<file path="src/rtl/sync_length_deframer_defines.svh">
// ---------------------------------------------------------------------------
// Assertion macros for the sync length deframer
// Concurrent checks on clk_i, with or without the active-low reset guard.
// ---------------------------------------------------------------------------
`ifndef SYNC_LENGTH_DEFRAMER_DEFINES_SVH
`define SYNC_LENGTH_DEFRAMER_DEFINES_SVH

`ifndef ASSERT_OFF
// checked on clk_i, idle while rst_ni is low
`define SLD_ASSERT(lbl, prop, msg) \
  lbl: assert property (@(posedge clk_i) disable iff (!rst_ni) (prop)) else $error(msg);
// checked on clk_i at every edge, reset included
`define SLD_ASSERT_ALWAYS(lbl, prop, msg) \
  lbl: assert property (@(posedge clk_i) (prop)) else $error(msg);
`else
`define SLD_ASSERT(lbl, prop, msg)
`define SLD_ASSERT_ALWAYS(lbl, prop, msg)
`endif

`endif

</file>
<file path="src/rtl/sld_pkg.sv">
// ---------------------------------------------------------------------------
// sld_pkg
// Shared types and codes of the sync length deframer.
// ---------------------------------------------------------------------------
`timescale 1ns / 1ps

package sld_pkg;

  localparam int unsigned CfgIdxW = 1;

  localparam logic [CfgIdxW-1:0] CFG_SYNC_WORD = 1'd0;
  localparam logic [CfgIdxW-1:0] CFG_LIMIT     = 1'd1;

  localparam logic [31:0] SYNC_WORD_RST = 32'h4141_4141;  // "AAAA"
  localparam logic [15:0] LIMIT_RST     = 16'd10000;

  // input op codes
  localparam logic [1:0] OP_RX_BYTE   = 2'd0;
  localparam logic [1:0] OP_WR_DONE   = 2'd1;
  localparam logic [1:0] OP_PEER_CLOSE = 2'd2;

  // parse phase codes
  localparam logic [1:0] PH_HUNT    = 2'd0;
  localparam logic [1:0] PH_LENGTH  = 2'd1;
  localparam logic [1:0] PH_PAYLOAD = 2'd2;

  typedef struct packed {
    logic [31:0] sync_word;
    logic [15:0] limit;
  } cfg_t;

  typedef struct packed {
    logic        payload_valid;
    logic [7:0]  payload_byte;
    logic        frame_end;
    logic        frame_dropped;
    logic        link_closed;
    logic [15:0] outstanding_count;
  } res_t;

endpackage

</file>
<file path="src/rtl/sld_cfg_regs.sv">
// ---------------------------------------------------------------------------
// sld_cfg_regs
// Configuration registers: sync word and outstanding limit.
// ---------------------------------------------------------------------------
`timescale 1ns / 1ps

module sld_cfg_regs import sld_pkg::*; (
  input  logic               clk_i,
  input  logic               rst_ni,
  input  logic               wr_en_i,
  input  logic [CfgIdxW-1:0] wr_idx_i,
  input  logic [31:0]        wr_data_i,
  output cfg_t               cfg_o
);

  cfg_t cfg_q, cfg_d;

  always_comb begin
    cfg_d = cfg_q;
    if (wr_en_i) begin
      unique case (wr_idx_i)
        CFG_SYNC_WORD: cfg_d.sync_word = wr_data_i;
        CFG_LIMIT:     cfg_d.limit     = wr_data_i[15:0];
        default:       cfg_d = cfg_q;
      endcase
    end
  end

  always_ff @(posedge clk_i or negedge rst_ni) begin
    if (!rst_ni) begin
      cfg_q.sync_word <= SYNC_WORD_RST;
      cfg_q.limit     <= LIMIT_RST;
    end else begin
      cfg_q <= cfg_d;
    end
  end

  assign cfg_o = cfg_q;

endmodule

</file>
<file path="src/rtl/sld_parser.sv">
// ---------------------------------------------------------------------------
// sld_parser
// Parse state and the result of one item; state moves on adv_i.
// ---------------------------------------------------------------------------
`timescale 1ns / 1ps
`include "sync_length_deframer_defines.svh"

module sld_parser import sld_pkg::*; (
  input  logic       clk_i,
  input  logic       rst_ni,
  input  cfg_t       cfg_i,
  input  logic       adv_i,
  input  logic [1:0] op_i,
  input  logic [7:0] byte_i,
  output res_t       res_o
);

  logic [23:0] win_q, win_d;
  logic [1:0]  fill_q, fill_d;
  logic [1:0]  phase_q, phase_d;
  logic [1:0]  lidx_q, lidx_d;
  logic [31:0] flen_q, flen_d;
  logic [31:0] rem_q, rem_d;
  logic [15:0] cnt_q, cnt_d;
  logic        closed_q, closed_d;

  logic [31:0] flen_or;
  logic [15:0] cnt_inc;
  logic        limit_hit;
  res_t        res;

  always_comb begin
    case (lidx_q)
      2'd0:    flen_or = flen_q | {24'd0, byte_i};
      2'd1:    flen_or = flen_q | {16'd0, byte_i, 8'd0};
      2'd2:    flen_or = flen_q | {8'd0, byte_i, 16'd0};
      default: flen_or = flen_q | {byte_i, 24'd0};
    endcase
  end

  // frame completion: saturating count, dropped when it reaches the limit
  assign cnt_inc   = (cnt_q != 16'hFFFF) ? cnt_q + 16'd1 : cnt_q;
  assign limit_hit = (cnt_inc >= cfg_i.limit);

  always_comb begin
    win_d    = win_q;
    fill_d   = fill_q;
    phase_d  = phase_q;
    lidx_d   = lidx_q;
    flen_d   = flen_q;
    rem_d    = rem_q;
    cnt_d    = cnt_q;
    closed_d = closed_q;
    res      = '0;

    unique case (op_i)
      OP_RX_BYTE: begin
        if (!closed_q) begin
          unique case (phase_q)
            PH_LENGTH: begin
              flen_d = flen_or;
              if (lidx_q == 2'd3) begin
                lidx_d = 2'd0;
                if (flen_or == 32'd0) begin
                  res.frame_end     = 1'b1;
                  res.frame_dropped = limit_hit;
                  cnt_d             = cnt_inc;
                  closed_d          = limit_hit;
                  phase_d           = PH_HUNT;
                  win_d             = '0;
                  fill_d            = '0;
                end else begin
                  rem_d   = flen_or;
                  phase_d = PH_PAYLOAD;
                end
              end else begin
                lidx_d = lidx_q + 2'd1;
              end
            end
            PH_PAYLOAD: begin
              res.payload_valid = 1'b1;
              res.payload_byte  = byte_i;
              rem_d             = rem_q - 32'd1;
              if (rem_q == 32'd1) begin
                res.frame_end     = 1'b1;
                res.frame_dropped = limit_hit;
                cnt_d             = cnt_inc;
                closed_d          = limit_hit;
                phase_d           = PH_HUNT;
                win_d             = '0;
                fill_d            = '0;
              end
            end
            default: begin
              // sliding four-byte match, newest byte on top
              if (fill_q == 2'd3 && {byte_i, win_q} == cfg_i.sync_word) begin
                win_d   = '0;
                fill_d  = '0;
                phase_d = PH_LENGTH;
                lidx_d  = 2'd0;
                flen_d  = '0;
              end else begin
                win_d = {byte_i, win_q[23:8]};
                if (fill_q != 2'd3) begin
                  fill_d = fill_q + 2'd1;
                end
              end
            end
          endcase
        end
      end
      OP_WR_DONE: begin
        if (cnt_q != 16'd0) begin
          cnt_d = cnt_q - 16'd1;
        end
      end
      OP_PEER_CLOSE: closed_d = 1'b1;
      default: ;
    endcase

    res.link_closed       = closed_d;
    res.outstanding_count = cnt_d;
  end

  always_ff @(posedge clk_i or negedge rst_ni) begin
    if (!rst_ni) begin
      win_q    <= '0;
      fill_q   <= '0;
      phase_q  <= PH_HUNT;
      lidx_q   <= '0;
      flen_q   <= '0;
      rem_q    <= '0;
      cnt_q    <= '0;
      closed_q <= 1'b0;
    end else if (adv_i) begin
      win_q    <= win_d;
      fill_q   <= fill_d;
      phase_q  <= phase_d;
      lidx_q   <= lidx_d;
      flen_q   <= flen_d;
      rem_q    <= rem_d;
      cnt_q    <= cnt_d;
      closed_q <= closed_d;
    end
  end

  assign res_o = res;

  `SLD_ASSERT(a_hold_when_idle, !adv_i |=> $stable(cnt_q) && $stable(phase_q), "state moved without an item")
  `SLD_ASSERT(a_closed_sticks, closed_q |=> closed_q, "link reopened")
  `SLD_ASSERT(a_payload_phase, adv_i && res.payload_valid |-> phase_q == PH_PAYLOAD, "payload outside payload phase")
  `SLD_ASSERT(a_drop_closes, adv_i && res.frame_dropped |-> res.link_closed && res.frame_end, "drop without close")

endmodule

</file>
<file path="src/rtl/sync_length_deframer.sv">
// ---------------------------------------------------------------------------
// sync_length_deframer
// Sync-word hunt, little-endian length and payload pass-through with
// outstanding-frame accounting.
// ---------------------------------------------------------------------------
//  channel  | dir | handshake                  | content
//  s_axis   | in  | s_axis_tvalid/tready       | tdata data_byte, tuser op
//  m_axis   | out | m_axis_tvalid/tready       | tdata payload/status, tuser
//           |     |                            | payload_valid, tlast frame_end
//  cfg      | in  | cfg_valid_i/cfg_ready_o    | cfg_index_i, cfg_data_i
//
//  One result item per input item, one item per cycle sustained while
//  m_axis_tready stays high: an input register feeds the parse logic,
//  whose result lands in the output register, which drives m_axis_tvalid.
//  An accepted item passes the input register, then the output register.
//  A stalled output still lets the input register fill; m_axis_tready is
//  looked at combinationally to keep the flow going at full rate.
//  Reset clears both handshake stages and the parse state; configuration
//  returns to "AAAA" and a limit of 10000. cfg_ready_o is always high.
// ---------------------------------------------------------------------------
`timescale 1ns / 1ps

module sync_length_deframer import sld_pkg::*; (
  input  logic               clk_i,
  input  logic               rst_ni,
  // config write channel
  input  logic               cfg_valid_i,
  output logic               cfg_ready_o,
  input  logic [CfgIdxW-1:0] cfg_index_i,
  input  logic [31:0]        cfg_data_i,
  // input items
  input  logic               s_axis_tvalid,
  output logic               s_axis_tready,
  input  logic [7:0]         s_axis_tdata,   // [7:0] data_byte
  input  logic [1:0]         s_axis_tuser,   // [1:0] op
  // result items
  output logic               m_axis_tvalid,
  input  logic               m_axis_tready,
  output logic [31:0]        m_axis_tdata,   // [7:0] payload_byte, [8] frame_dropped,
                                             // [9] link_closed, [25:10] outstanding_count,
                                             // [31:26] zero
  output logic               m_axis_tuser,   // [0] payload_valid
  output logic               m_axis_tlast    // frame_end
);

  cfg_t       cfg;
  res_t       res;

  logic       in_valid_q;
  logic [1:0] in_op_q;
  logic [7:0] in_byte_q;
  logic       out_valid_q;
  res_t       out_res_q;
  logic       adv;

  assign cfg_ready_o = 1'b1;

  sld_cfg_regs u_cfg (
    .clk_i     (clk_i),
    .rst_ni    (rst_ni),
    .wr_en_i   (cfg_valid_i),
    .wr_idx_i  (cfg_index_i),
    .wr_data_i (cfg_data_i),
    .cfg_o     (cfg)
  );

  // item moves from the input register into the output register
  assign adv           = in_valid_q && (!out_valid_q || m_axis_tready);
  assign s_axis_tready = !in_valid_q || adv;

  always_ff @(posedge clk_i or negedge rst_ni) begin
    if (!rst_ni) begin
      in_valid_q <= 1'b0;
    end else if (s_axis_tready) begin
      in_valid_q <= s_axis_tvalid;
    end
  end

  always_ff @(posedge clk_i) begin
    if (s_axis_tready && s_axis_tvalid) begin
      in_op_q   <= s_axis_tuser;
      in_byte_q <= s_axis_tdata;
    end
  end

  sld_parser u_parser (
    .clk_i  (clk_i),
    .rst_ni (rst_ni),
    .cfg_i  (cfg),
    .adv_i  (adv),
    .op_i   (in_op_q),
    .byte_i (in_byte_q),
    .res_o  (res)
  );

  // output register: loads on adv, empties when taken with nothing behind
  always_ff @(posedge clk_i or negedge rst_ni) begin
    if (!rst_ni) begin
      out_valid_q <= 1'b0;
    end else if (adv) begin
      out_valid_q <= 1'b1;
    end else if (m_axis_tready) begin
      out_valid_q <= 1'b0;
    end
  end

  always_ff @(posedge clk_i) begin
    if (adv) begin
      out_res_q <= res;
    end
  end

  assign m_axis_tvalid = out_valid_q;
  assign m_axis_tuser  = out_res_q.payload_valid;
  assign m_axis_tlast  = out_res_q.frame_end;
  assign m_axis_tdata  = {6'd0, out_res_q.outstanding_count, out_res_q.link_closed,
                          out_res_q.frame_dropped, out_res_q.payload_byte};

endmodule
</file>
<file path="config.mk">
export PLATFORM = sky130hd
export DESIGN_NAME = sync_length_deframer
export DESIGN_NICKNAME = d
export VERILOG_FILES = /design/src/rtl/sld_pkg.sv /design/src/rtl/sld_cfg_regs.sv /design/src/rtl/sld_parser.sv /design/src/rtl/sync_length_deframer.sv
export VERILOG_INCLUDE_DIRS = /design/src /design/src/rtl
export SDC_FILE = /design/constraint.sdc
export NUM_CORES = 1
export LEC_CHECK = 0
export BUFFER_PORTS_ARGS = -buffer_cell sky130_fd_sc_hd__buf_2
export CELL_PAD_IN_SITES_DETAIL_PLACEMENT = 0
export CELL_PAD_IN_SITES_GLOBAL_PLACEMENT = 1
export CORE_MARGIN = 5
export CORE_UTILIZATION = 47
export CTS_CLUSTER_SIZE = 10
export DETAILED_ROUTE_END_ITERATION = 7
export GPL_TIMING_DRIVEN = 0
export HOLD_SLACK_MARGIN = 0.05
export PLACE_DENSITY = 0.88
export SLEW_MARGIN = 20
export SYNTH_ARGS = -nofsm -noshare
export SYNTH_HDL_FRONTEND = slang
export SYNTH_SLANG_ARGS = --single-unit
</file>
<file path="constraint.sdc">
create_clock -name clk_i -period 4.7 [get_ports clk_i]
set_input_delay 0.235 -clock clk_i [delete_from_list [all_inputs] [get_ports clk_i]]
set_output_delay 0.235 -clock clk_i [all_outputs]
set_load 0.05 [all_outputs]
</file>
==> run summary <==
final worst slack: 0.461 ns
arrival time worst endpoint: 4.41 ns
share of post-route cells with drive strength above 1: 16.3%
Hold Vio Cnt, Final: 0
power share of the clock group: 33.2%
Critical Path Start Type: flip-flop
core area: 24,300 um^2
Pwr Density: 345 nW/um^2
clk_lat worst skew: 0.45 ns
outcome: completed
DRT antenna net count: 0
met1 Use GR: 33.1%
HPWL Detailed: 24,900 um
Flop pwr share: 43.0%
number of global-route vias before repair: 9,933
met2 Use GR: 40.7%
port bufs: 77
Crit. End Element: flip-flop
FF+latch area: 5190 um^2
FF+latch count, synth: 199
switching part of the total: 33.7%
worst min path class: input pin to flip-flop
critical path fanouts, max: 8
H-Tree Depth: 4
yosys warns: 0
n_diodes: 0
CTS buffer count: 17
DRT Wirelength: 34,900 um
Crit Path Category: flip-flop to flip-flop
area taken by multi-input logic gates: 5810 um^2
initial core utilization: 47.6%
dominant cell type by area after synthesis: dfrtp_1
Post-Synthesis Cells: 1,238
final setup TNS: 0 ns
area grow syn2layout: 16.6%
CTS clk-pin slew, worst paths: 0.08 ns
Slew Limit Fails: 0
Layout Skew: 0.0173 ns
synth top area cells: dfrtp_1 32%, edfxtp_1 9.9%, mux2_2 4.9%
io pins: 85
Final GP Congestion: 0.920
DR vias/cell: 5.97
Die Width: 167 um
die area: 27,900 um^2
P_leak: 0.00597 uW
Slew Limit Headroom: 16.9%
max_cap viols: 0
Nets: 1,459
Critical Path RT: 4.88 ns
TritonRoute pass-1 iters: 6
Cell Int Power: 3090 uW
Max Buffers Root-to-Sink: 2
FP Rows: 57
CTS root buf: clkbuf_16
Peak VDD IR: 0.257 mV
Post-synth EDFFs: 38
synthesized area per cell: 9.35 um^2
worst-margin pin slew: 1.24 ns
busiest grt layer: met2
shortest period the worst path allows: 4.24 ns
Async SR Flop Fraction: 80.9%
top_reg_cell synth: dfrtp_1
fmax: 236 MHz
cell area after synthesis: 11,600 um^2
Netlist cell types: 78
initial drt markers: 1,132
Die Y: 167 um
total global routing overflow: 0
Place WS: 0.184 ns
global-route wire length before repair: 55,300 um
CTS tree: yes
initial antenna violation count: 0
total clock sinks: 199
RSZ-0062 raised after global routing: no
final setup vio count: 0
WL per Instance: 20.3 um
top-area cell type share of the netlist area: 32.0%
DRC: 0
largest net degree at the start of global routing: 71
met3 Use GR: 3.82%
via count: 10,267
sequential area share after synthesis: 44.8%
GR Util All Layers: 24.9%
Final period util: 90.2%
Fill cells: 2,164
Net Sw Power: 1570 uW
Gate power share: 23.8%
flip-flops by register name, summed over array words and instances (netlist names), 8 cells and up:
| signal | count |
|---|---|
| in_byte_q | 8 |
| u_cfg.cfg_o | 48 |
| u_parser.rem_q | 32 |
| u_parser.flen_q | 32 |
| m_axis_tdata | 26 |
| u_parser.cnt_q | 16 |
| u_parser.win_q | 24 |
timing repair:
action                                  CTS  global route
buffers inserted                          0             3
endpoints found under the setup margin    0             1
hold buffers                             38             0
resized for setup                         0             1
hold endpoints to repair                138             0
final cells by class:
class / count / share of cell area (%)
Multi-Input combinational cell: 905 / 43.0
Sequential cell: 199 / 38.4
Timing Repair Buffer: 121 / 6.53
Buffer: 101 / 3.49
Clock buffer: 18 / 3.18
Tap cell: 324 / 3.00
Clock inverter: 14 / 1.32
Inverter: 38 / 1.06
synth_stat cells (4+ instances only):
library cell and count:
and3_1 12, o31ai_1 27, xnor2_1 10, ha_1 28, and2_1 18, mux2_2 50, a22o_1 25, nand2_1 136
dfstp_2 13, nor2b_1 4, a211o_1 9, a311oi_1 4, or2_2 5, and4_1 4, o211a_1 4, nand2b_1 11
edfxtp_1 38, clkbuf_1 68, o22ai_1 5, a211oi_1 10, o211ai_1 9, o221ai_1 5, buf_2 9, a21o_1 11
inv_1 37, nand3_1 74, a21oi_1 58, o21a_1 6, nor2_1 85, mux2i_1 6, xor2_1 33, dfrtp_1 148
buf_1 8, nor4_1 32, a22oi_1 6, a31oi_1 20, nor3_1 31, nand4_1 16, or3_1 13, o21ai_0 54
buf_4 12, nand3b_1 25
critical path, cell delays in order, from the launching register on:
cell      delay [ns]
dfrtp_1         0.36
buf_1           0.20
and4_1          0.34
and3_1          0.21
clkbuf_1        0.14
nand4_1         0.22
nor2b_2         0.36
nand3_1         0.14
xnor2_1         0.30
ha_1            0.32
a21o_1          0.19
a21o_1          0.17
a21oi_1         0.13
o21ai_0         0.09
a21oi_1         0.33
nor2_1          0.14
a21oi_2         0.19
o21ai_0         0.13
logic make-up after synthesis:
| group | share of synthesized area [%] |
|---|---|
| compound gates | 16.8 |
| xor+xnor | 3.25 |
| fa+ha+maj | 3.03 |
| buf+inv | 5.28 |
| flops | 44.8 |
| mux | 5.38 |
| other cells | 0.0649 |
| simple gates | 21.4 |
power groups by stage:
stage / Sequential, uW / Combinational (uW) / Clock [uW]
global route: 2020 / 1210 / 1620
global placement: 2030 / 1040 / 0
CTS: 2000 / 1100 / 1550
finish: 2000 / 1110 / 1540
detailed placement: 2040 / 1070 / 0
floorplan: 2120 / 639 / 0
cells in the final DEF, fill, tap and decap left out, types with 15 or more instances in the layout:
cell type      synthesis  routed
a31oi_1               20      20
clkbuf_1              68      68
nand3_1               74      74
o31ai_1               27      27
clkbuf_16              0      17
xor2_1                33      33
mux2_2                50      50
buf_2                  9      85
nand2_1              136     136
o21ai_0               54      54
dfrtp_1              148     148
nand4_1               16      16
a21oi_1               58      58
ha_1                  28      28
buf_4                 12      15
dlygate4sd3_1          0      38
nand3b_1              25      25
and2_1                18      18
nor4_1                32      32
nor2_1                85      85
edfxtp_1              38      38
nor3_1                31      30
inv_1                 37      37
a22o_1                25      25
metrics by stage:
stage	util (%)	hold WS [ns]	instance area (um^2)	cells	total power, uW
after floorplan	-	-0.0606	11600	1243	2760
after global placement	50.9	0.413	12400	1644	3070
after detailed placement	51.3	0.110	12500	1647	3110
after CTS	55.4	0.0520	13500	1717	4660
after global routing	55.5	0.0568	13500	1720	4850
final	55.5	0.0592	13500	1720	4660
metal layers:
metal  routed length (um)  vias to the layer above
li1                     -                     4789
met1                14800                     4975
met2                16500                      415
met3                 2210                       88
met4                 1350                        0
met5                    0                        -
final timing paths:
| path | cells after the start | slack [ns] | from | to |
|---|---|---|---|---|
| setup / recovery | 17 | 0.46 | u_parser.cnt_q[5] | m_axis_tdata[9] |
| min in group asynchronous | 2 | 0.22 | rst_ni | u_cfg.cfg_o[15] |
| max in group asynchronous | 4 | 3.47 | rst_ni | u_cfg.cfg_o[16] |
| hold reg to reg | 2 | 0.49 | u_parser.win_q[2] | u_parser.win_q[2] |
| setup reg to reg | 17 | 0.46 | u_parser.cnt_q[5] | m_axis_tdata[9] |
| hold / removal | 2 | 0.06 | cfg_data_i[3] | u_cfg.cfg_o[3] |
Power figures use the tool's default switching activity.
